<file path="config.mk">
export PLATFORM = sky130hd
export DESIGN_NAME = tlcp_align
export DESIGN_NICKNAME = d
export VERILOG_FILES = /design/src/rtl/tlcp_pkg.sv /design/src/rtl/tlcp_align.sv
export SDC_FILE = /design/constraint.sdc
export NUM_CORES = 1
export LEC_CHECK = 0
export ABC_CLOCK_PERIOD_IN_PS = 11000
export BUFFER_PORTS_ARGS = -buffer_cell sky130_fd_sc_hd__buf_2
export CORE_ASPECT_RATIO = 1.5
export CORE_MARGIN = 2
export CORE_UTILIZATION = 50
export DETAILED_ROUTE_END_ITERATION = 8
export MAX_ROUTING_LAYER = met4
export PLACE_DENSITY = 0.86
export SETUP_SLACK_MARGIN = 0.2
export SLEW_MARGIN = 25
export SYNTH_ARGS = -nofsm -noshare
export SYNTH_HDL_FRONTEND = slang
export SYNTH_SLANG_ARGS = --single-unit
export TNS_END_PERCENT = 20
</file>
<file path="constraint.sdc">
create_clock -name vclk -period 11
set_input_delay 0 -clock vclk [all_inputs]
set_output_delay 0 -clock vclk [all_outputs]
set_load 0.02 [all_outputs]
</file>
<file path="src/rtl/tlcp_pkg.sv">
`timescale 1ns / 1ps
// ----------------------------------------------------------------------------
// Tiled label collision placer package
// Shared widths, codes, box type and sequencer states.
// ----------------------------------------------------------------------------
package tlcp_pkg;

    localparam int COORD_W = 13;
    localparam int ANCH_W  = 14;
    localparam int SIZE_W  = 11;
    localparam int FADE_W  = 5;
    localparam int CFG_W   = 13;
    localparam int EXT_W   = 18;

    localparam logic [FADE_W-1:0] FADE_FREE = 5'd20;
    localparam logic [ANCH_W-1:0] GAP_NEG   = 14'd40;
    localparam logic [ANCH_W-1:0] GAP_NEAR  = 14'd20;

    localparam logic [1:0] GRAV_LOW  = 2'd0;
    localparam logic [1:0] GRAV_HIGH = 2'd2;

    typedef enum logic [2:0] {
        STS_PLACED   = 3'd0,
        STS_OUTSIDE  = 3'd1,
        STS_OVERLAP  = 3'd2,
        STS_FULL     = 3'd3,
        STS_CLEARED  = 3'd4
    } status_t;

    typedef enum logic [2:0] {
        CFG_ORIGIN_X = 3'd0,
        CFG_ORIGIN_Y = 3'd1,
        CFG_VP_W     = 3'd2,
        CFG_VP_H     = 3'd3,
        CFG_ALIGN_H  = 3'd4,
        CFG_ALIGN_V  = 3'd5
    } cfg_index_t;

    typedef enum logic [3:0] {
        ST_IDLE,
        ST_ALIGN,
        ST_SEARCH,
        ST_CHECK,
        ST_CNT_RD,
        ST_CNT_WAIT,
        ST_BOX_RD,
        ST_BOX_CMP,
        ST_NEXT,
        ST_FIN
    } state_t;

    typedef struct packed {
        logic [COORD_W-1:0] xmin;
        logic [COORD_W-1:0] xmax;
        logic [COORD_W-1:0] ymin;
        logic [COORD_W-1:0] ymax;
    } box_t;

    typedef struct packed {
        logic              overlap;
        logic [FADE_W-1:0] fade;
    } gap_res_t;

endpackage

</file>
<file path="src/rtl/tlcp_align.sv">
`timescale 1ns / 1ps
// ----------------------------------------------------------------------------
// Axis alignment and clip
// Place one axis of the label by gravity, clip to the viewport, flag culling.
// ----------------------------------------------------------------------------
module tlcp_align (
    input  logic signed [tlcp_pkg::ANCH_W-1:0] anchor,
    input  logic [tlcp_pkg::COORD_W-1:0]       origin,
    input  logic [tlcp_pkg::SIZE_W-1:0]        size,
    input  logic [1:0]                         grav,
    input  logic [tlcp_pkg::COORD_W-1:0]       lim,
    output logic [tlcp_pkg::COORD_W-1:0]       lo,
    output logic [tlcp_pkg::COORD_W-1:0]       hi,
    output logic                               keep
);
    import tlcp_pkg::*;

    logic signed [EXT_W-1:0] diff, a, s, s2, l, h, lc, hc, lims;

    always_comb
    begin
        diff = EXT_W'(anchor) - $signed({{(EXT_W-COORD_W){1'b0}}, origin});
        a    = {diff[EXT_W-2:0], 1'b0};
        s    = $signed({{(EXT_W-SIZE_W){1'b0}}, size});
        s2   = {s[EXT_W-2:0], 1'b0};
        lims = $signed({{(EXT_W-COORD_W){1'b0}}, lim});
        case (grav)
            GRAV_LOW:
            begin
                l = a;
                h = a + s2;
            end
            GRAV_HIGH:
            begin
                l = a - s2;
                h = a;
            end
            default:
            begin
                l = a - s;
                h = a + s;
            end
        endcase
        lc   = (l < 0) ? '0 : l;
        hc   = (h > lims) ? lims : h;
        keep = !((lc > lims) || (hc < 0));
        lo   = lc[COORD_W-1:0];
        hi   = hc[COORD_W-1:0];
    end
endmodule

</file>
* Yosys cells after proc, flatten, opt, wreduce, memory -nomap -nowiden *
Index checks and enable logic that the tools add are counted.

operators by class
  mux-type cells = 4
  add/subtract/negate cells = 5
  equality and inequality tests = 1
  magnitude comparators = 4
  reductions and logical operators = 3

operators by type and width
  cell                                                 count
  case mux 18 bit (2 select lines)                     2
  > comparator 18 x 14 -> 1 bit                        2
  < comparator 18 x 1 -> 1 bit, second input constant  2
  two-way mux 18 bit                                   2
  adder 16 x 12 -> 17 bit                              1
  adder 16 x 13 -> 17 bit                              1
  subtractor 16 x 12 -> 17 bit                         1
  subtractor 16 x 13 -> 17 bit                         1
  subtractor 14 x 14 -> 15 bit                         1
  equality test 2 bit, second input constant           1
  zero test 2 bit                                      1
  zero test 1 bit                                      1
  logical OR 1 bit                                     1

storage, ports and cells
  flip-flop bits (word level) = 0
  output and inout bits = 27
  bits of input ports = 53
  logic and storage cells = 17

* Logic depth before layout (Yosys ltp) *
  depth in word-level cells = 8
  depth in mapped cells = 26
  gate-level depth less buffers = 26

* Worst setup path before layout *
OpenSTA, ideal clock, no wires.

  path type = input to output
  from = input origin[2] (netlist name)
  to = output keep
  path buffers = 1
  slack = 5957 ps
  data required time = 11000 ps
  stages on the path = 26
  arrival time = 5043 ps
  path through = inv_1 ha_1 o211ai_1 a21oi_1 a211oi_1 o21ai_0 xnor2_1 inv_1 ha_1 a21oi_1 o221ai_1 o21a_1 nand2_1 a32o_1 a31oi_1 o211ai_1 buf_2 a211oi_1 ha_1 nand4_1 nor2_1 a211oi_1 o21ai_0 a21o_1 a211oi_1 o221a_2

on the way
  longest elaborated chain between the ends = 8
  elaborated cells on any way between the ends = 15
  classes of those cells = add/sub (5); order compare (4); mux (4); reduce/logical (2)

RTL lines
  item                                                                          line                                text
  from (decl)                                                                   tlcp_align.sv:8                     input logic [tlcp_pkg::COORD_W-1:0] origin,
  subtractor 14 x 14 -> 15 bit *                                                tlcp_align.sv:22                    diff = EXT_W'(anchor) - $signed({{(EXT_W-COORD_W){1'b0}}, origin});
  subtractor 16 x 12 -> 17 bit or subtractor 16 x 13 -> 17 bit (tied branches)  tlcp_align.sv:40, tlcp_align.sv:35
  case mux 18 bit (2 select lines) *                                            tlcp_align.sv:27                    case (grav)
  < comparator 18 x 1 -> 1 bit *                                                tlcp_align.sv:44                    lc = (l < 0) ? '0 : l;
  two-way mux 18 bit *                                                          tlcp_align.sv:44
  via lo (one bit)                                                              tlcp_align.sv:12                    output logic [tlcp_pkg::COORD_W-1:0] lo,
  > comparator 18 x 14 -> 1 bit *                                               tlcp_align.sv:46                    keep = !((lc > lims) || (hc < 0));
  logical OR 1 bit *                                                            tlcp_align.sv:46
  zero test 1 bit *                                                             tlcp_align.sv:46
  to (decl)                                                                     tlcp_align.sv:14                    output logic keep

The timed path passes the listed nets; every way through them passes the cells marked *.

* Final worst setup path *
  from = input anchor[2] (netlist name)
  to = output hi[2] (netlist name)

on the way
  longest elaborated chain between the ends = 5
  elaborated cells on any way between the ends = 6
  classes of those cells = add/sub (3); order compare (1); mux (2)

RTL lines
  item                                                                line                                text
  from (decl)                                                         tlcp_align.sv:7                     input logic signed [tlcp_pkg::ANCH_W-1:0] anchor,
  subtractor 14 x 14 -> 15 bit *                                      tlcp_align.sv:22
  adder 16 x 12 -> 17 bit or adder 16 x 13 -> 17 bit (tied branches)  tlcp_align.sv:41, tlcp_align.sv:31
  case mux 18 bit (2 select lines) *                                  tlcp_align.sv:27
  > comparator 18 x 14 -> 1 bit *                                     tlcp_align.sv:45                    hc = (h > lims) ? lims : h;
  two-way mux 18 bit *                                                tlcp_align.sv:45
  to (decl)                                                           tlcp_align.sv:13                    output logic [tlcp_pkg::COORD_W-1:0] hi,

Mark *: on every way between the ends. The rest lies on a longest branch, timed or not.

==> impl_metrics.env <==
export IMPL_ios=80
export IMPL_rows=37
export IMPL_grt_overflow_total=0
export IMPL_relSlewSlack=0.377
export IMPL_grt_usage=0.252
export IMPL_final_core_util=0.579
export IMPL_critical_path_class="in2out"
export IMPL_yosys_warnings=0
export IMPL_drtAntennaViolNets=0
export IMPL_cts_resized=0
export IMPL_finalCriticalPeriod_ns=6.02
export IMPL_switchingPower_mw=0.274
export IMPL_vias=3847
export IMPL_p_per_area_mw_per_mm2=122
export IMPL_routed_via_density=5.99
export IMPL_p_int_mw=0.207
export IMPL_cp_arrival_ns=6.02
export IMPL_gp_congestion=1.00
export IMPL_rsz0062_at_grt="no"
export IMPL_ys_types=58
export IMPL_hold_path_class="in2out"
export IMPL_cts_hold_buffers=0
export IMPL_post_cts_buffers=0
export IMPL_nets=694
export IMPL_grt_start_max_net_pins=25
export IMPL_cp_start_kind="input pin"
export IMPL_stdcell_count=642
export IMPL_clock_buffers=0
export IMPL_drc=0
export IMPL_die_w_um=72.2
export IMPL_grt_pass1_vias=3679
export IMPL_leakage_nw=2.11
export IMPL_dieHeight_um=106
export IMPL_share_comb_of_total_power=1.000
export IMPL_syn_instance_count=494
export IMPL_start_util=0.512
export IMPL_end_kind="primary output"
export IMPL_portBuffers=80
export IMPL_finalMaxSlewViolations=0
export IMPL_syn_area_mm2=0.00348
export IMPL_area_growth_pct=13.1
export IMPL_fillerInstances=667
export IMPL_fin_crit_sh=0.547
export IMPL_crit_fanout=13
export IMPL_setup_ws_ns=4.98
export IMPL_core_mm2=0.00681
export IMPL_diodes=0
export IMPL_pwr_share_clk=0
export IMPL_ff_latch_area_um2=0
export IMPL_dp_slack_ns=4.98
export IMPL_seq_area_frac_synth=0
export IMPL_netSwitchingFraction=0.569
export IMPL_wire_per_inst_um=15.0
export IMPL_dpl_hpwl_um=8330
export IMPL_wirelength_um=9600
export IMPL_hold_viol_final=0
export IMPL_grt_pass1_wl_um=15800
export IMPL_drive_above_1_share=0.188
export IMPL_synth_nets=622
export IMPL_drt_pre_antenna_iters=5
export IMPL_fmax_mhz=166
export IMPL_dp_cells=642
export IMPL_syn_avg_cell_area_um2=7.05
export IMPL_mostFrequentLayoutCell="buf_2"
export IMPL_design_seq_count=0
export IMPL_setup_viol=0
export IMPL_drt_iter0_drc=186
export IMPL_peakVddDrop_uv=43.4
export IMPL_final_cell_mix="buf_2 (80), ha_1 (71), inv_1 (52)"
export IMPL_antenna_found_initial=0
export IMPL_maxCapViolations=0
export IMPL_tightest_slew_ns=0.932
export IMPL_worstPathRequired_ns=11.00
export IMPL_power_frac_seq=0
export IMPL_multi_input_area_mm2=0.00324
export IMPL_tns_ns=0
export IMPL_run_status="finished clean"
export IMPL_dieArea_mm2=0.00767
[Yosys cell counts, types with 4 or more instances]
library cell,number,area share
a211oi_1,12,0.026
a21o_1,16,0.034
a21oi_1,36,0.052
a31oi_1,5,0.0090
clkbuf_1,9,0.0097
fa_1,4,0.023
ha_1,71,0.25
inv_1,52,0.056
mux2_2,5,0.016
mux2_4,9,0.039
mux2i_1,4,0.011
nand2_1,37,0.040
nand2b_1,9,0.016
nand3_1,11,0.016
nand4_1,9,0.016
nor2_1,45,0.048
nor2b_1,9,0.016
nor3_1,14,0.020
o211ai_1,5,0.011
o21a_1,12,0.026
o21ai_0,38,0.055
o31ai_1,5,0.011
xnor2_1,19,0.048
xor2_1,13,0.033
[routing by layer]
metal  vias to the layer above  wire length, um  global-route usage
met5                         -                0                   -
met4                         0              280              0.0714
met3                        29              420              0.0104
met2                       135             5090               0.480
met1                      1740             3820               0.275
li1                       1943                -                   -
[power by group through the flow]
stage	sequential, mW	clock [mW]	combinational [mW]
2_1_floorplan	0	0	0.366
3_3_place_gp	0	0	0.458
3_5_place_dp	0	0	0.472
4_1_cts	0	0	0.475
5_1_grt	0	0	0.528
6_report	0	0	0.481
[worst paths after layout]
kind,start,cells after the start,end,slack (ns)
hold / removal,lim[3],3,hi[3],0.36
setup / recovery,anchor[2],23,hi[2],4.98
[metrics by stage]
step	hold WS, ns	area (um2)	total power, mW
floorplan	0.160	3480	0.366
global route	0.373	3940	0.528
global placement	0.357	3940	0.458
finish	0.359	3940	0.481
CTS	0.361	3940	0.475
detailed placement	0.360	3940	0.472
[cells by family after synthesis]
| kind of cell | synth area share |
|---|---|
| mux | 0.0664 |
| compound gates | 0.300 |
| buf+inv | 0.0704 |
| simple gates | 0.205 |
| fa+ha+maj | 0.278 |
| xor+xnor | 0.0804 |
[critical path, stage by stage]
cell and delay (ns):
buf_2 0.10, ha_1 0.35, o211ai_1 0.19, a21oi_1 0.11, a211oi_1 0.34, o21ai_0 0.22
a21o_1 0.22, a21o_1 0.18, xor2_1 0.37, ha_1 0.37, a21o_1 0.21, a21o_1 0.19
a41oi_1 0.32, nor2_1 0.11, xor2_1 0.20, ha_1 0.35, nand3_1 0.12, or4_1 0.42
o21ai_0 0.15, nand3_1 0.16, o211ai_2 0.76, mux2_2 0.42, buf_2 0.16
[layout make-up]
type	count	area share
tap	78	0.0248
inverter	52	0.0495
multi-input combinational	431	0.822
timing repair buffer	81	0.103
No activity file was read; power rests on OpenSTA's default activity.
