==> config.mk <==
export PLATFORM = sky130hd
export DESIGN_NAME = tlcp_gap
export DESIGN_NICKNAME = d
export VERILOG_FILES = /design/src/rtl/tlcp_pkg.sv /design/src/rtl/tlcp_gap.sv
export SDC_FILE = /design/constraint.sdc
export NUM_CORES = 1
export LEC_CHECK = 0
export BUFFER_PORTS_ARGS = -buffer_cell sky130_fd_sc_hd__buf_2
export CORE_MARGIN = 2
export CORE_UTILIZATION = 61
export DETAILED_ROUTE_END_ITERATION = 8
export GPL_TIMING_DRIVEN = 1
export MAX_ROUTING_LAYER = met4
export PLACE_DENSITY = 0.91
export SYNTH_ARGS = -nofsm -noshare
export SYNTH_HDL_FRONTEND = slang
export SYNTH_SLANG_ARGS = --single-unit
==> constraint.sdc <==
create_clock -name vclk -period 15.2
set_input_delay 0.76 -clock vclk [all_inputs]
set_output_delay 0.76 -clock vclk [all_outputs]
set_load 0.02 [all_outputs]
==> src/rtl/tlcp_pkg.sv <==
`timescale 1ns / 1ps
// ----------------------------------------------------------------------------
// Tiled label collision placer package
// Shared widths, codes, box type and sequencer states.
// ----------------------------------------------------------------------------
package tlcp_pkg;

    localparam int COORD_W = 13;
    localparam int ANCH_W  = 14;
    localparam int SIZE_W  = 11;
    localparam int FADE_W  = 5;
    localparam int CFG_W   = 13;
    localparam int EXT_W   = 18;

    localparam logic [FADE_W-1:0] FADE_FREE = 5'd20;
    localparam logic [ANCH_W-1:0] GAP_NEG   = 14'd40;
    localparam logic [ANCH_W-1:0] GAP_NEAR  = 14'd20;

    localparam logic [1:0] GRAV_LOW  = 2'd0;
    localparam logic [1:0] GRAV_HIGH = 2'd2;

    typedef enum logic [2:0] {
        STS_PLACED   = 3'd0,
        STS_OUTSIDE  = 3'd1,
        STS_OVERLAP  = 3'd2,
        STS_FULL     = 3'd3,
        STS_CLEARED  = 3'd4
    } status_t;

    typedef enum logic [2:0] {
        CFG_ORIGIN_X = 3'd0,
        CFG_ORIGIN_Y = 3'd1,
        CFG_VP_W     = 3'd2,
        CFG_VP_H     = 3'd3,
        CFG_ALIGN_H  = 3'd4,
        CFG_ALIGN_V  = 3'd5
    } cfg_index_t;

    typedef enum logic [3:0] {
        ST_IDLE,
        ST_ALIGN,
        ST_SEARCH,
        ST_CHECK,
        ST_CNT_RD,
        ST_CNT_WAIT,
        ST_BOX_RD,
        ST_BOX_CMP,
        ST_NEXT,
        ST_FIN
    } state_t;

    typedef struct packed {
        logic [COORD_W-1:0] xmin;
        logic [COORD_W-1:0] xmax;
        logic [COORD_W-1:0] ymin;
        logic [COORD_W-1:0] ymax;
    } box_t;

    typedef struct packed {
        logic              overlap;
        logic [FADE_W-1:0] fade;
    } gap_res_t;

endpackage

==> src/rtl/tlcp_gap.sv <==
`timescale 1ns / 1ps
// ----------------------------------------------------------------------------
// Box gap unit
// Compare one stored box with the new box: overlap flag and updated fade.
// ----------------------------------------------------------------------------
module tlcp_gap (
    input  tlcp_pkg::box_t                  stored,
    input  tlcp_pkg::box_t                  cur,
    input  logic [tlcp_pkg::FADE_W-1:0]     fade_in,
    output tlcp_pkg::gap_res_t              res
);
    import tlcp_pkg::*;

    logic signed [ANCH_W-1:0] d0, d1, d2, d3;
    logic [ANCH_W-1:0] g0, g1, g2, g3, ex, ey;
    logic [FADE_W-1:0] f;

    function automatic logic [ANCH_W-1:0] gap_of(input logic signed [ANCH_W-1:0] d);
        gap_of = (d < 0) ? GAP_NEG : d;
    endfunction

    always_comb
    begin
        d0 = $signed({1'b0, stored.xmin}) - $signed({1'b0, cur.xmax});
        d1 = $signed({1'b0, cur.xmin}) - $signed({1'b0, stored.xmax});
        d2 = $signed({1'b0, stored.ymin}) - $signed({1'b0, cur.ymax});
        d3 = $signed({1'b0, cur.ymin}) - $signed({1'b0, stored.ymax});
        g0 = gap_of(d0);
        g1 = gap_of(d1);
        g2 = gap_of(d2);
        g3 = gap_of(d3);
        ex = (g0 < g1) ? g0 : g1;
        ey = (g2 < g3) ? g2 : g3;
        f  = fade_in;
        if ((ex < GAP_NEAR) && (ey < GAP_NEAR))
        begin
            if (ex[FADE_W-1:0] < f)
            begin
                f = ex[FADE_W-1:0];
            end
            if (ey[FADE_W-1:0] < f)
            begin
                f = ey[FADE_W-1:0];
            end
        end
        res.overlap = (d0 < 0) && (d1 < 0) && (d2 < 0) && (d3 < 0);
        res.fade    = f;
    end
endmodule

# ---- Yosys cells after proc, flatten, opt, wreduce, memory -nomap -nowiden
# Cells that the tools add are included.
dict set report word_totals {
  register_bits 0
  latchBits 0
  ramBits 0
  rom_bits 0
  input_bits 109
  output_inout_bits 6
  word_cells 28
  memories 0
}
dict set report classes {
  add_sub_neg 4
  n_mul 0
  n_div 0
  order_cmp 10
  eq_ne 0
  shift 0
  mux 10
  n_bitwise 0
  reduce_logical 4
}
# cell n
set ops {}
lappend ops {{14-bit 2-to-1 mux} 6}
lappend ops {{14-bit by 1-bit less-than comparator with 1-bit output, second input constant} 4}
lappend ops {{13-bit by 13-bit subtractor with 14-bit output} 4}
lappend ops {{14-bit less-than comparator} 2}
lappend ops {{14-bit by 5-bit less-than comparator with 1-bit output, second input constant} 2}
lappend ops {{5-bit 2-to-1 mux} 4}
lappend ops {{5-bit less-than comparator} 2}
lappend ops {{1-bit logical AND} 4}

# ---- Depth between registers and ports, before layout
# Gate-level depths: netlist of run 1.
dict set report depth {
  depth_word 11
  ltp_mapped 37
  mapped_depth_nobuf 37
}

# ---- Worst setup path after synthesis of run 1
# OpenSTA, ideal clock, no wires.
dict set report synth_path {
  path_kind {input port to output port}
  from {input port stored[34] in the netlist's numbering}
  to {output port res[1] in the netlist's numbering}
  arrival_ns 7.307
  required_time_ns 14.440
  setup_slack_ns 7.133
  cell_stages 32
  path_buffers 2
  cell_sequence {inv_1 > ha_1 > buf_2 > a211o_1 > a2111oi_0 > nor3_1 > a21o_2 > clkbuf_1 > and2_1 > ha_1 > a211o_1 > a221o_1 > a21oi_1 > o21ai_0 > a21oi_2 > o21ai_0 > ha_1 > a21o_1 > a21o_1 > a21oi_1 > o21ai_2 > nand2_1 > o21ai_0 > ha_1 > a21o_1 > a21o_1 > a21oi_1 > inv_1 > o41a_2 > or2b_2 > o22ai_1 > a2bb2oi_1}
}
# item line
set synth_rtl {}
lappend synth_rtl {{from (decl)} tlcp_gap.sv:7} ;# input tlcp_pkg::box_t stored,
lappend synth_rtl {{to (decl)} tlcp_gap.sv:10} ;# output tlcp_pkg::gap_res_t res

==> results.txt, run 1 <==
VDD IR-drop max = 0.0000366 V
Port-buffer cells = 115
Syn avg cell area = 6.96 um^2
Synth Net Count = 808
Pleak = 2.58 nW
Dpl hpwl = 9650 um
Initial antenna violation count = 0
CP max-delay cell = o41a_2
Met3 WL = 365 um
Pwr Density = 65.4 mW/mm^2
Core area = 0.00676 mm^2
Vias per Instance = 6.09
Layout cells sized above 1 = 0.200
CTS Hold Buffers Added = 0
Die height = 87.5 um
Largest net degree at the start of global routing = 16
Max Fclk = 114 MHz
Final ANT Viol Nets = 0
Row count = 30
Die area = 0.00766 mm^2
Met2 wire length = 6050 um
Initial DRT Pass Iterations = 4
DRT met1 WL = 4480 um
Worst Setup Path Type = input pin to output port
Number of global-route vias before repair = 4,575
Routed len/inst = 14.0 um
Fin. Hold Viols = 0
Setup crit end kind = output port
Max Fanout on Critical Path = 15
Commonest non-fill, non-tap cell in the layout = buf_2
Post-Place Cells = 796
WL final = 11,100 um
First-pass GRT wire length = 18,400 um
RD Place Congestion = 0.903
DR iter-0 viols = 258
Final period util = 0.579
Most frequent cells in the layout = 115 x buf_2, 84 x ha_1, 82 x inv_1, 49 x nor2_1, 43 x nand2_1
Slew headroom = 0.429
Syn Inst Count = 611
CTS resizes = 0
Largest stage delay, worst path = 560 ps
Storage cell area = 0 um^2
Congestion Overflow GR = 0
Initial Util = 0.630
WP data required = 14,440 ps
Warnings from Yosys = 0
Number of post-CTS setup repair buffers = 0
Sequential cells = 0
Synth area leaders = ha_1 25%, inv_1 7.2%, xnor2_1 4.5%, a21oi_1 4.4%, nor2_1 4.3%
Total GRT Usage = 0.288
Multi-input logic area = 0.00390 mm^2
Fin cells = 796
CP arrival = 8030 ps
Synth-to-layout area growth = 14.7%
Fin Setup TNS = 0 ps
Startpoint Class = input pin
Worst-Margin Slew = 857 ps
Die W = 87.5 um
Vias = 4,851
Largest area contributor in the netlist = ha_1
Worst min path class = input pin to output port
Clock buf count = 0
RSZ-0062 raised after global routing = false
Top layer in use = met4
Seq/Total Area, Yosys = 0
Area share of the largest cell type after synthesis = 0.247
Number of fill cells = 596
# diodes = 0
Nets = 915
Yosys cell types = 75
Max Cap Viol = 0
Mapped Area = 0.00426 mm^2
Worst hold margin = 1910 ps
Final slew viol count = 0
Final Critical Period = 8790 ps
Io pins = 115
DRC errors left = 0
Status = finished, final reports clean
Final setup violation count = 0
Final Util = 0.722
through the flow:
step / setup WS [ps] / power, mW / cell area, um^2
2_1_floorplan: 7130 / 0.241 / 4260
3_3_place_gp: 6760 / 0.299 / 4880
3_5_place_dp: 6590 / 0.311 / 4880
4_1_cts: 6570 / 0.313 / 4880
5_1_grt: 5930 / 0.353 / 4880
6_report: 6410 / 0.319 / 4880
metal layers:
metal,up-vias,track usage
met3,26,0.00569
met1,2241,0.311
met4,0,0.0573
met5,-,-
li1,2463,-
met2,121,0.579
power breakdown:
group | total (mW) | internal (mW) | switching, mW
clock | 0 | 0 | 0
sequential | 0 | 0 | 0
combinational | 0.319 | 0.136 | 0.183
total | 0.319 | 0.136 | 0.183
layout make-up:
cell class	count	share of cell area
multi-input combinational	519	0.798
timing repair buffer	115	0.118
inverter	82	0.0631
tap	80	0.0205
Yosys cell counts, types with 5 or more instances:
master / count
ha_1: 84
inv_1: 82
nor2_1: 49
nand2_1: 43
a21oi_1: 37
o21ai_0: 36
xnor2_1: 22
a21o_1: 17
o21a_1: 16
nor2b_1: 14
a211oi_1: 12
nand4_1: 12
xor2_1: 11
nor3_1: 10
o211ai_1: 8
a211o_1: 6
a21boi_0: 6
and3_1: 6
clkbuf_1: 6
mux2i_1: 6
nand2b_1: 6
nand3_1: 6
o22ai_1: 6
nor4_1: 5
o2111ai_1: 5
o21ai_1: 5
o21bai_1: 5
or4_1: 5
critical path, delay by kind of cell:
family | cells | cell delay, ps
buffers and inverters | 4 | 410
adder cells (fa/ha/maj) | 4 | 1330
AO/OA/AOI/OAI | 19 | 4640
AND/OR/NAND/NOR | 5 | 870
path summary, 6_finish.rpt:
kind,from,end,slack (ps),cells past startpoint
worst max-delay path,stored[34],res[4],6410,32
worst min-delay path,fade_in[2],res[2],1910,3
cell families (layout without fill, tap and decap cells):
| logic type | Yosys count | after routing | share of synthesized area |
|---|---|---|---|
| muxes | 6 | 6 | 0.0141 |
| AOI/OAI and AO/OA | 208 | 208 | 0.346 |
| and+or+nand+nor | 184 | 184 | 0.221 |
| adders and majority gates | 88 | 88 | 0.266 |
| buffers and inverters | 92 | 197 | 0.0844 |
| xor gates and xnor gates | 33 | 33 | 0.0679 |
Power figures use the tool's default switching activity.
==> inputs of run 2 (changes only) <==
ABC_AREA = 1   (was default)
CORE_UTILIZATION = 57   (was 61)
PLACE_DENSITY = 0.86   (was 0.91)
clock period = 8.8 ns   (was 15.2 ns; I/O delays follow)
==> run 2 against run 1 <==
First-iteration DRC count is 52% lower. Design area is 1.0% higher. Highest routed layer unchanged. Synthesized cell count is 20% higher. Synthesized area stayed put.
==> results.txt, run 2 <==
Critical path's top delay family = compound AO/OA/AOI/OAI gates
Number of fill cells = 696 (+17%)
Congestion Overflow GR = 0 (unchanged)
Vias = 4,854 (+0.062%)
Final instance area = 0.00493 mm^2 (+1.0%)
Status = finished, final reports clean
Commonest non-fill, non-tap cell in the layout = nand2_1
CTS Hold Buffers Added = 0 (unchanged)
Largest stage delay, worst path = 690 ps (+130 ps)
Area share of the largest cell type after synthesis = 0.247 (unchanged)
Critical path's most frequent cell = nand2_1
RD Place Congestion = 0.931 (+3.1%)
Dpl hpwl = 9490 um (-1.7%)
Row count = 31 (+3.3%)
WP data required = 8360 ps (-6080 ps)
Post-Place Cells = 943 (+18%)
Number of global-route vias before repair = 4,785 (+4.6%)
WL final = 10,500 um (-5.5%)
Synth-to-layout area growth = 15.8%
RSZ-0062 raised after global routing = false
DRC errors left = 0 (unchanged)
Seq/Total Area, Yosys = 0 (unchanged)
Max Fclk = 143 MHz
Pwr Density = 117 mW/mm^2 (+79%)
Synth area leaders = ha_1 25%, nand2_1 15%, inv_1 13%, a21oi_1 7.5%, nand3_1 5.5%
Most common cell in the netlist = nand2_1
Final Critical Period = 6990 ps
Final period util = 0.794
Synth Net Count = 928 (+15%)
Syn avg cell area = 5.82 um^2 (-16%)
Fin Setup TNS = 0 ps (unchanged)
Initial Util = 0.587 (-0.0431)
Most frequent cells in the layout = 167 x nand2_1, 146 x inv_1, 115 x buf_2, 84 x ha_1, 64 x a21oi_1
First-pass GRT wire length = 18,500 um (+0.75%)
Syn Inst Count = 731 (+20%)
Total GRT Usage = 0.260 (-0.0286)
Die area = 0.00817 mm^2 (+6.7%)
Sequential cells = 0 (unchanged)
Fin cells = 943 (+18%)
Met2 wire length = 5630 um (-7.0%)
Top layer in use = met4
Io pins = 115 (unchanged)
Yosys cell types = 41 (-45%)
Pleak = 3.01 nW (+17%)
Clock buf count = 0 (unchanged)
Startpoint Class = input pin
Met3 WL = 398 um (+9.0%)
Worst Setup Path Type = input pin to output port
Slew headroom = 0.411 (-0.0174)
Worst min path class = input pin to output port
DR iter-0 viols = 124 (-52%)
Power Total = 0.576 mW (+81%)
Die height = 90.4 um (+3.3%)
DRT met1 WL = 4340 um (-3.2%)
Final setup violation count = 0 (unchanged)
Max Fanout on Critical Path = 12 (-3)
Fin. Hold Viols = 0 (unchanged)
Routed len/inst = 11.2 um (-20%)
Mapped Area = 0.00426 mm^2 (unchanged)
# diodes = 0 (unchanged)
Port-buffer cells = 115 (unchanged)
Initial DRT Pass Iterations = 4 (unchanged)
Initial antenna violation count = 0 (unchanged)
Final slew viol count = 0 (unchanged)
Layout cells sized above 1 = 0.217 (+0.0171)
Post-synth top cells = 167 x nand2_1, 146 x inv_1, 84 x ha_1
Final ANT Viol Nets = 0 (unchanged)
Worst-Margin Slew = 878 ps (+20.8 ps)
Max Cap Viol = 0 (unchanged)
Number of post-CTS setup repair buffers = 0 (unchanged)
Vias per Instance = 5.15 (-16%)
Die W = 90.4 um (+3.3%)
Core area = 0.00725 mm^2 (+7.4%)
Warnings from Yosys = 0 (unchanged)
DP Area = 0.00493 mm^2 (+1.0%)
Largest area contributor in the netlist = ha_1
CP max-delay cell = a211oi_1
VDD IR-drop max = 0.0000572 V (+56%)
CP arrival = 6550 ps (-1480 ps)
Largest net degree at the start of global routing = 13 (-3)
Setup crit end kind = output port
Storage cell area = 0 um^2 (unchanged)
Worst Path Buf+Inv = 5 (+1)
CTS resizes = 0 (unchanged)
Nets = 1,043 (+14%)
## run 2: changes by cell type after synthesis, moves of 19 or more
cell	previous run	this run
inv_1	82	146
nand2_1	43	167
xnor2_1	22	3
nand3_1	6	47
a21oi_1	37	64
nand2_2	0	24
## run 2: metrics by stage
stage               utilization  hold WS [ps]  setup WS, ps
CTS                       0.680          1220          1840
global placement          0.680          1220          2060
detailed placement        0.680          1220          1850
global route              0.680          1250          1170
finish                    0.680          1220          1810
floorplan                     -          1050          2750
## run 2: cells by family after synthesis
group,synth area share
buf+inv,0.138
compound gates,0.168
fa+ha+maj,0.266
xor+xnor,0.0329
simple gates,0.395
## run 2: worst min-delay path: stages
cell	delay, ps
buf_2	90
nand2_1	50
nand2_1	50
buf_2	150
## run 2: metal layers
metal | vias up | track usage
met5 | - | -
met4 | 0 | 0.0615
met3 | 16 | 0.0117
met2 | 111 | 0.533
met1 | 2125 | 0.267
li1 | 2602 | -
## run 2: final cells by class
type | instances | area [um^2] | share of cell area
multi-input cells | 580 | 3670 | 0.744
repair buffers | 115 | 576 | 0.117
inverters | 149 | 564 | 0.114
well taps | 99 | 124 | 0.0251
## run 2: worst paths after layout
kind              slack (ps)  depth (start not counted)     end        from
hold / removal          1220                          4  res[1]  fade_in[1]
setup / recovery        1810                         36  res[3]  stored[28]
## run 2: report_power, final
part / total [mW] / internal (mW) / switching [mW]
Clock: 0 / 0 / 0
Combinational: 0.576 / 0.217 / 0.359
Sequential: 0 / 0 / 0
Total: 0.576 / 0.217 / 0.359
