--- src/rtl/tlcp_ram.sv ---
`timescale 1ns / 1ps
// ----------------------------------------------------------------------------
// Generic RAM
// One write port, one read port with registered read data.
// ----------------------------------------------------------------------------
module tlcp_ram #(
    parameter int WIDTH = 8,
    parameter int DEPTH = 16,
    parameter int AW    = (DEPTH > 1) ? $clog2(DEPTH) : 1
) (
    input  logic             clk,
    input  logic             we,
    input  logic [AW-1:0]    waddr,
    input  logic [WIDTH-1:0] wdata,
    input  logic [AW-1:0]    raddr,
    output logic [WIDTH-1:0] rdata
);
    logic [WIDTH-1:0] mem [DEPTH];

    always_ff @(posedge clk)
    begin
        if (we)
        begin
            mem[waddr] <= wdata;
        end
        rdata <= mem[raddr];
    end
endmodule

--- config.mk ---
export PLATFORM = sky130hd
export DESIGN_NAME = tlcp_ram
export DESIGN_NICKNAME = d
export VERILOG_FILES = /design/src/rtl/tlcp_ram.sv
export SDC_FILE = /design/constraint.sdc
export NUM_CORES = 1
export LEC_CHECK = 0
export ABC_AREA = 1
export BUFFER_PORTS_ARGS = -buffer_cell sky130_fd_sc_hd__buf_4
export CAP_MARGIN = 25
export CORE_ASPECT_RATIO = 1.1
export CORE_UTILIZATION = 55
export CTS_BUF_LIST = sky130_fd_sc_hd__clkbuf_16
export CTS_CLUSTER_DIAMETER = 100
export DETAILED_ROUTE_END_ITERATION = 12
export PLACE_DENSITY = 0.75
export SLEW_MARGIN = 25
export SYNTH_ARGS = -nofsm -noshare
export SYNTH_HDL_FRONTEND = slang
export SYNTH_SLANG_ARGS = --single-unit
--- constraint.sdc ---
create_clock -name clk -period 1.3 [get_ports clk]
set_input_delay 0.325 -clock clk [delete_from_list [all_inputs] [get_ports clk]]
set_output_delay 0.325 -clock clk [all_outputs]
set_load 0.005 [all_outputs]
; Yosys cells after proc, flatten, opt, wreduce, memory -nomap -nowiden
; Memory sizes are Yosys's and may differ from the RTL's. A register that Yosys moved wholly into a read port is not among the register bits.
; Index checks and enable logic that the tools add are counted.
[classes]
bitwise = 0
eq_ne = 0
n_reduce_logical = 0
div = 0
n_addsub = 0
multipliers = 0
n_mux = 2
n_lt_le_gt_ge = 0
n_shift = 0
[ops]
columns = operator, n
row1 = two-way mux 1 bit, 2
[word_totals]
reg_bits = 0
romBits = 0
input_bits = 18
wordCells = 3
output_inout_bits = 8
latchBits = 0
ramBits = 128
mem_count = 1
[mem_list]
columns = memory, words, word_bits, rd, rd_clocked_by_memory_dff, wr, line_no
row1 = mem, 16, 8, 1, 1, 1, 18  ; logic [WIDTH-1:0] mem [DEPTH];

; Depth between registers and ports, before layout
; Gate-level depths: netlist (run 1).
[logic_depth]
depth_word = 2
ltp_mapped = 8
depth_no_buf = 7

; Worst setup path after synthesis (run 1)
; OpenSTA, ideal clock, no wires.
[synth_timing]
path_kind = input -> register
startpoint = in waddr[3]
endpoint = mem mem[4][0] (enable)
setup_time_ps = 370
path_slack_ps = 24
arrival_time_ps = 906
stages = 2
n_path_buf = 0
required_time_ps = 930
path_cell_list = nand3b_1 -> nor2_1
[synth_lines]
columns = item, line_no
row1 = from (decl), 13  ; input logic [AW-1:0] waddr,
row2 = to (decl), 18
; No word-level cell before the write port.

; Worst setup path in the final report (run 1)
[layout_timing]
startpoint = reg rdata[6], read port of mem
endpoint = out rdata[6]
[layout_lines]
columns = item, line_no
row1 = from (decl), 16  ; output logic [WIDTH-1:0] rdata
; No word-level cell between the ends.

==> results.ini, run 1 <==
[synth]
yosys.area.top_type=edfxtp_1
syn_inst=551
synth-seq-cells=136
yosysMostFrequentCell=nand2_1
synth_compound_area_share_pct=0
synth_top_family_by_area=simple AND/OR/NAND/NOR gates
synth_warnings=0
synth_fa_ha_area_share_pct=0
ys_async_sr_fraction_pct=0
synthTopCellsByCount=173 x nand2_1, 128 x edfxtp_1, 100 x inv_1
synth-simple-area-share_pct=21.0
ys.flop_type=edfxtp_1
yosys.area_share.xor_xnor_pct=0
synth_area_leaders=edfxtp_1 67%, nand2_1 11%, nand3_1 8.4%
synth_top_area_share_pct=66.7
synth.distinct_cells=12
synth_area_um2=5770
syn_nets=569
synth-edff-count=128
avgSynthCellArea_um2=10.5
synth_mux_area_share_pct=0
ys_seq_area_share_pct=69.4

[layout]
layout-drive-gt1-share_pct=13.7
insertedDiodeCount=0
nets=617
seqCellArea_um2=4000
syn_to_final_growth_pct=18.5
multi_input_area_um2=1210
n_fill_cell=708

[die]
core_um2=10000
fp.dieH_um=109
io_pins=26
die_w_um=99.6
design.die.area_um2=10900
start_util_pct=57.5
rows=38

[routing]
met1_length_um=4890
vias=3925
route.detailed.drc=0
avgRoutedWirePerCell_um=16.4
drt_pre_antenna_iters=5
detail-route-antenna-nets=0
routed.top_layer=met4
first_iter_violations=276
vias_per_cell=5.22
met2_length_um=6060
wirelength_um=12400
route.met3.wl_um=1110

[pwr]
peakVddDrop_uv=1050
combPwrFrac_pct=6.4
power_leakage_nw=2.99
p_seq_share_pct=48.0
swShare_pct=21.0
power_mw=10.3
power-per-cell-area_nw_per_um2=1500
p_sw_mw=2.15
intPower_mw=8.12
p_clk_share_pct=45.5

[placement]
routabilityCongestion=0.828
io_buffers=25
dp_hpwl_um=7540

[setup_path]
crit_chain=buf_4
cp_slowest_stage_delay_ns=0.35
cp_data_arrival_time_ns=0.88
crit_buf_inv=1
critPathKind=reg2out
critical_path_required_ns=0.98
worst_setup_path_end_kind=output pin
r2r_setup_slack_ns=0.29
crit_family=flip-flops
start_kind=flip-flop
crit_fanout=1
worst_path_max_delay_cell=dfxtp_1

[timing]
finClkSkew_ns=0.00661
fmax_mhz=832
worst_pin_slew_ns=0.313
rsz0062_at_grt=false
fin_crit_ns=1.20
period_share_pct=92.5
hold_viol_final=0
relSlewSlack_pct=79.1
finalSetupViolCount=0
slew_violations=0
tns_ns=0

[clock_tree]
cts_buffer_depth=2
cts_buffers=17
hold_buffers=0
cts.sinks=136
h-tree-depth=4
root_buffer=clkbuf_16
post-cts-setup-buffers=0
clkTransAtPathRegs_ns=0.05
clock_latency_ns=0.41
post_cts_resized=0
cts_tree=done

[hold_path]
min_path_type=in2reg

[global_routing]
grt_max_degree=34
antenna_found_initial=0
grt_pass1_wl_um=19500
track_usage_pct=25.1
grt-ovfl-total=0
grt_pass1_vias=3906

[run_status]
status=complete, no violations

[flow_run]
drv_cap=0

[metrics by stage]
stage                     hold WS, ns  setup slack (ns)  area [µm²]  instances  util [%]
after floorplan                 0.424            0.0242        5770        551         -
after global placement          0.641           -0.0578        6250        720      62.3
after detailed placement        0.640           -0.0722        6250        720      62.3
after CTS                       0.220            0.0759        6840        752      68.1
after global routing            0.247            0.0533        6840        752      68.1
final                           0.235            0.0976        6840        752      68.1
[logic make-up after synthesis]
| group | Yosys count |
|---|---|
| buf+inv | 126 |
| flops | 136 |
| simple gates | 289 |
[sequential cells by signal (all words and copies together) (netlist names)]
| name | cells |
|---|---|
| rdata | 8 |
| mem | 128 |
[routing by layer]
| metal | vias up | global-route usage (%) |
|---|---|---|
| met1 | 1821 | 31.6 |
| met2 | 211 | 41.2 |
| li1 | 1869 | - |
| met3 | 24 | 4.96 |
| met5 | - | 0 |
| met4 | 0 | 13.9 |
[cell type report]
type                    instances  area share (%)
multi-input cells             289            17.8
clock buffers                  17            6.22
inverters                     102            5.60
flip-flops and latches        136            58.6
repair buffers                 53            6.92
well taps                     140            2.56
clock inverters                15            2.36
[power groups by stage]
stage	Sequential (mW)	Combinational, mW	Clock (mW)
2_1_floorplan	5.02	0.346	0
3_3_place_gp	5.02	0.638	0
3_5_place_dp	5.02	0.649	0
4_1_cts	4.93	0.661	4.71
5_1_grt	4.94	0.726	4.89
6_report	4.93	0.661	4.68
[worst paths after layout]
| path | end | cells after the start | from |
|---|---|---|---|
| max | rdata[6] | 1 | rdata[6] |
| min | rdata[2] | 3 | raddr[3] |
| min reg2reg | rdata[2] | 6 | mem[10][2] |
| max reg2reg | rdata[3] | 6 | mem[1][3] |
[placed cells by master (no fill, tap or decap)]
cell	count
clkinvlp_4	3
clkinv_1	2
edfxtp_1	128
nand2_1	173
dfxtp_1	8
buf_12	6
nand3b_1	2
clkbuf_16	17
nand3_1	97
inv_1	101
inv_2	2
bufinv_16	3
clkinv_4	2
buf_4	47
nor2_1	17
clkinv_2	4
(Power assumes the default switching activity.)
==> inputs of run 2 (changes only) <==
--- a/config.mk
+++ b/config.mk
@@ -8,7 +8,6 @@
 export ABC_AREA = 1
 export BUFFER_PORTS_ARGS = -buffer_cell sky130_fd_sc_hd__buf_4
 export CAP_MARGIN = 25
-export CORE_ASPECT_RATIO = 1.1
 export CORE_UTILIZATION = 55
 export CTS_BUF_LIST = sky130_fd_sc_hd__clkbuf_16
 export CTS_CLUSTER_DIAMETER = 100
==> results.ini, run 2 (same netlist as run 1, synthesis figures left out) <==
[clock_tree]
cts_buffer_depth=2
post_cts_resized=0
cts.sinks=136
h-tree-depth=4
clkTransAtPathRegs_ns=0.06
cts_buffers=17
post-cts-setup-buffers=0
root_buffer=clkbuf_16
clock_latency_ns=0.41
hold_buffers=0
cts_tree=done

[layout]
top_register=mem
final_cell_mix=173 x nand2_1, 128 x edfxtp_1, 102 x inv_1, 97 x nand3_1, 43 x buf_4
biggestRegsByFlops=mem: 128 flops, rdata: 8 flops
insertedDiodeCount=0
nets=614
layout_commonest_cell=nand2_1
largest_reg_flops=128
syn_to_final_growth_pct=19.1
n_fill_cell=725
layout-drive-gt1-share_pct=13.1

[setup_path]
start_kind=flip-flop
crit_buf_inv=1
crit_family=flip-flops
critical_path_required_ns=0.98
cp_data_arrival_time_ns=0.89
cp_slowest_stage_delay_ns=0.35
cp_num_cells=1
worst_setup_path_end_kind=output pin
crit_chain=buf_4
crit_fanout=1
worst_path_max_delay_cell=dfxtp_1
rr_worst_depth=6
critPathKind=reg2out

[timing]
relSlewSlack_pct=78.7
fmax_mhz=825
period_share_pct=93.2
fin_crit_ns=1.21
worst_pin_slew_ns=0.320
rsz0062_at_grt=false
hold_viol_final=0
slew_violations=0
finClkSkew_ns=0.0107
fin_ws_ns=0.0883
finalSetupViolCount=0

[routing]
route.detailed.drc=0
vias_per_cell=5.23
wirelength_um=13000
vias=3893
avgRoutedWirePerCell_um=17.4
drt_pre_antenna_iters=5
first_iter_violations=320
detail-route-antenna-nets=0

[global_routing]
antenna_found_initial=0
track_usage_pct=25.9
grt_max_degree=37
grt-ovfl-total=0
grt_pass1_wl_um=20500
grt_pass1_vias=3939

[placement]
dp_hpwl_um=7670
post-place-ws_ns=-0.130
routabilityCongestion=0.824
io_buffers=25

[pwr]
power_leakage_nw=3.01
power-per-cell-area_nw_per_um2=1560
peakVddDrop_uv=901
power_mw=10.7

[die]
start_util_pct=56.4
die_w_um=104
rows=37
design.die.area_um2=10900
io_pins=26
fp.dieH_um=104
core_um2=10200

[hold_path]
hold_depth=1
min_path_type=in2reg

[run_status]
status=complete, no violations

[flow_run]
drv_cap=0

-- run 2: routing by layer --
| layer | routed length (µm) | vias to the layer above | part of all wire [%] | GRT usage, % |
|---|---|---|---|---|
| li1 | - | 1862 | - | - |
| met2 | 6610 | 156 | 51 | 43.1 |
| met1 | 5390 | 1851 | 42 | 32.7 |
| met4 | 288 | 0 | 2.2 | 10.9 |
| met3 | 675 | 24 | 5.2 | 5.70 |
| met5 | 0 | - | 0 | 0 |
-- run 2: through the flow --
stage / cell area (µm²) / hold WS, ns / util (%) / TNS, ns / cells
floorplan: 5770 / 0.424 / - / 0 / 551
global placement: 6230 / 0.636 / 60.9 / -1.24 / 713
detailed placement: 6230 / 0.668 / 60.9 / -2.69 / 713
CTS: 6870 / 0.243 / 67.2 / 0 / 745
global route: 6870 / 0.245 / 67.2 / 0 / 745
finish: 6870 / 0.250 / 67.2 / 0 / 745
-- run 2: worst paths after layout --
path,from,endpoint,slack [ns]
min reg2reg,mem[12][2],rdata[2],0.67
max,rdata[0],rdata[0],0.09
max reg2reg,mem[13][0],rdata[0],0.25
min,wdata[1],mem[3][1],0.25
-- run 2: power breakdown --
| part | internal (mW) | switching (mW) |
|---|---|---|
| registers | 4.90 | 0.0289 |
| clock network | 3.38 | 1.75 |
| logic | 0.238 | 0.431 |
| total | 8.52 | 2.21 |
-- run 2: cell type report --
class | instances | area [µm²] | share of cell area (%)
clock inverter | 15 | 211 | 3.08
sequential | 136 | 4000 | 58.3
tap | 136 | 170 | 2.48
inverter | 102 | 383 | 5.57
multi-input combinational | 289 | 1210 | 17.7
clock buffer | 17 | 425 | 6.19
timing repair buffer | 50 | 463 | 6.74
==> inputs of run 3 (changes only) <==
--- a/config.mk
+++ b/config.mk
@@ -6,7 +6,7 @@
 export NUM_CORES = 1
 export LEC_CHECK = 0
 export ABC_AREA = 1
-export BUFFER_PORTS_ARGS = -buffer_cell sky130_fd_sc_hd__buf_4
+export BUFFER_PORTS_ARGS = -buffer_cell sky130_fd_sc_hd__buf_2
 export CAP_MARGIN = 25
 export CORE_UTILIZATION = 55
 export CTS_BUF_LIST = sky130_fd_sc_hd__clkbuf_16
==> results.ini, run 3 (same netlist as run 1, synthesis figures left out) <==
[setup_path]
crit_fanout=1
crit_buf_inv=1
worst_path_max_delay_cell=dfxtp_1
crit_chain=buf_2
r2r_setup_slack_ns=0.26
r2r-end=rdata[4]
crit_family=flip-flops
critical_path_required_ns=0.98
rr_worst_depth=6
start_kind=flip-flop
r2r-start=mem[5][4]
cp_data_arrival_time_ns=0.92
critPathKind=reg2out
cp_slowest_stage_delay_ns=0.36
worst_setup_path_end_kind=output pin

[timing]
fmax_mhz=803
relSlewSlack_pct=73.7
slew_violations=0
fin_crit_ns=1.25
worst_pin_slew_ns=0.395
period_share_pct=95.8
finalSetupViolCount=0
finClkSkew_ns=0.00646
hold_viol_final=0
tns_ns=0
rsz0062_at_grt=false

[layout]
biggestRegsByFlops=mem: 128 flops, rdata: 8 flops
layout-drive-gt1-share_pct=14.1
layout_commonest_cell=nand2_1
largest_reg_flops=128
nets=616
final_cell_mix=173 x nand2_1, 128 x edfxtp_1, 100 x inv_1, 97 x nand3_1, 25 x buf_2
stdcell_area_um2=6780
n_fill_cell=762
syn_to_final_growth_pct=17.5
insertedDiodeCount=0
top_register=mem

[clock_tree]
post_cts_resized=0
clock_latency_ns=0.42
clkTransAtPathRegs_ns=0.06
cts.sinks=136
cts_tree=done
hold_buffers=0
cts_buffers=17
cts_buffer_depth=2
h-tree-depth=4
root_buffer=clkbuf_16
post-cts-setup-buffers=0

[placement]
dp_hpwl_um=7640
routabilityCongestion=0.883
placed_area_um2=6170
io_buffers=25

[die]
start_util_pct=56.4
die_w_um=104
rows=37
io_pins=26
core_um2=10200
fp.dieH_um=104
design.die.area_um2=10900

[pwr]
combPwrFrac_pct=6.0
swShare_pct=21.6
intPower_mw=8.12
p_clk_share_pct=46.4
power_leakage_nw=2.97
power-per-cell-area_nw_per_um2=1530
peakVddDrop_uv=909
p_seq_share_pct=47.6
p_sw_mw=2.24

[global_routing]
grt-ovfl-total=0
grt_pass1_wl_um=19200
grt_pass1_vias=3751
grt_max_degree=65
track_usage_pct=24.6
antenna_found_initial=0

[routing]
detail-route-antenna-nets=0
route.detailed.drc=0
vias_per_cell=5.24
first_iter_violations=271
wirelength_um=12200
avgRoutedWirePerCell_um=16.4
vias=3915
drt_pre_antenna_iters=5

[run_status]
status=complete, no violations

[hold_path]
worstHoldStart=wdata[5]
hold_depth=1
min_path_type=in2reg
hold_end=mem[5][5]

[flow_run]
drv_cap=0

-- run 3: cell type report --
type                       instances  area, µm²  area share [%]
clock buffer                      17        425            6.28
timing repair buffer              52        403            5.94
inverter                         102        383            5.65
sequential                       136       4000            59.1
tap                              136        170            2.51
clock inverter                    15        179            2.64
multi-input combinational        289       1210            17.9
-- run 3: power groups by stage --
stage          clock, mW  sequential (mW)  combinational [mW]
2_1_floorplan          0             5.02               0.346
3_3_place_gp           0             5.02               0.607
3_5_place_dp           0             5.02               0.620
4_1_cts             4.85             4.93               0.626
5_1_grt             5.04             4.94               0.689
6_report            4.80             4.93               0.625
-- run 3: per-stage QoR --
step | setup slack (ns) | power (mW) | hold slack [ns] | util [%] | std cells
after CTS | 0.0313 | 10.4 | 0.333 | 66.2 | 747
final | 0.0540 | 10.4 | 0.335 | 66.2 | 747
after detailed placement | -0.112 | 5.64 | 0.655 | 60.3 | 715
after floorplan | 0.0242 | 5.37 | 0.424 | - | 551
after global placement | -0.0756 | 5.63 | 0.650 | 60.3 | 715
after global routing | 0.0349 | 10.7 | 0.337 | 66.2 | 747
-- run 3: per-layer routing --
metal  global-route usage (%)  wire (µm)  vias to the layer above
li1                         -          -                     1870
met5                        0          0                        -
met3                     4.89        765                       44
met2                     39.3       6060                      150
met1                     30.3       4890                     1851
met4                     16.7        525                        0
-- run 3: worst max path at each step --
stage | to | slack [ns] | startpoint | cells past startpoint
finish | rdata[0] | 0.05 | rdata[0] | 1
global route | rdata[0] | 0.03 | rdata[0] | 1
CTS | rdata[0] | 0.03 | rdata[0] | 1
detailed placement | rdata[4] | -0.11 | raddr[0] | 7
global placement | rdata[4] | -0.08 | raddr[0] | 7
floorplan | mem[4][0] | 0.02 | waddr[3] | 2
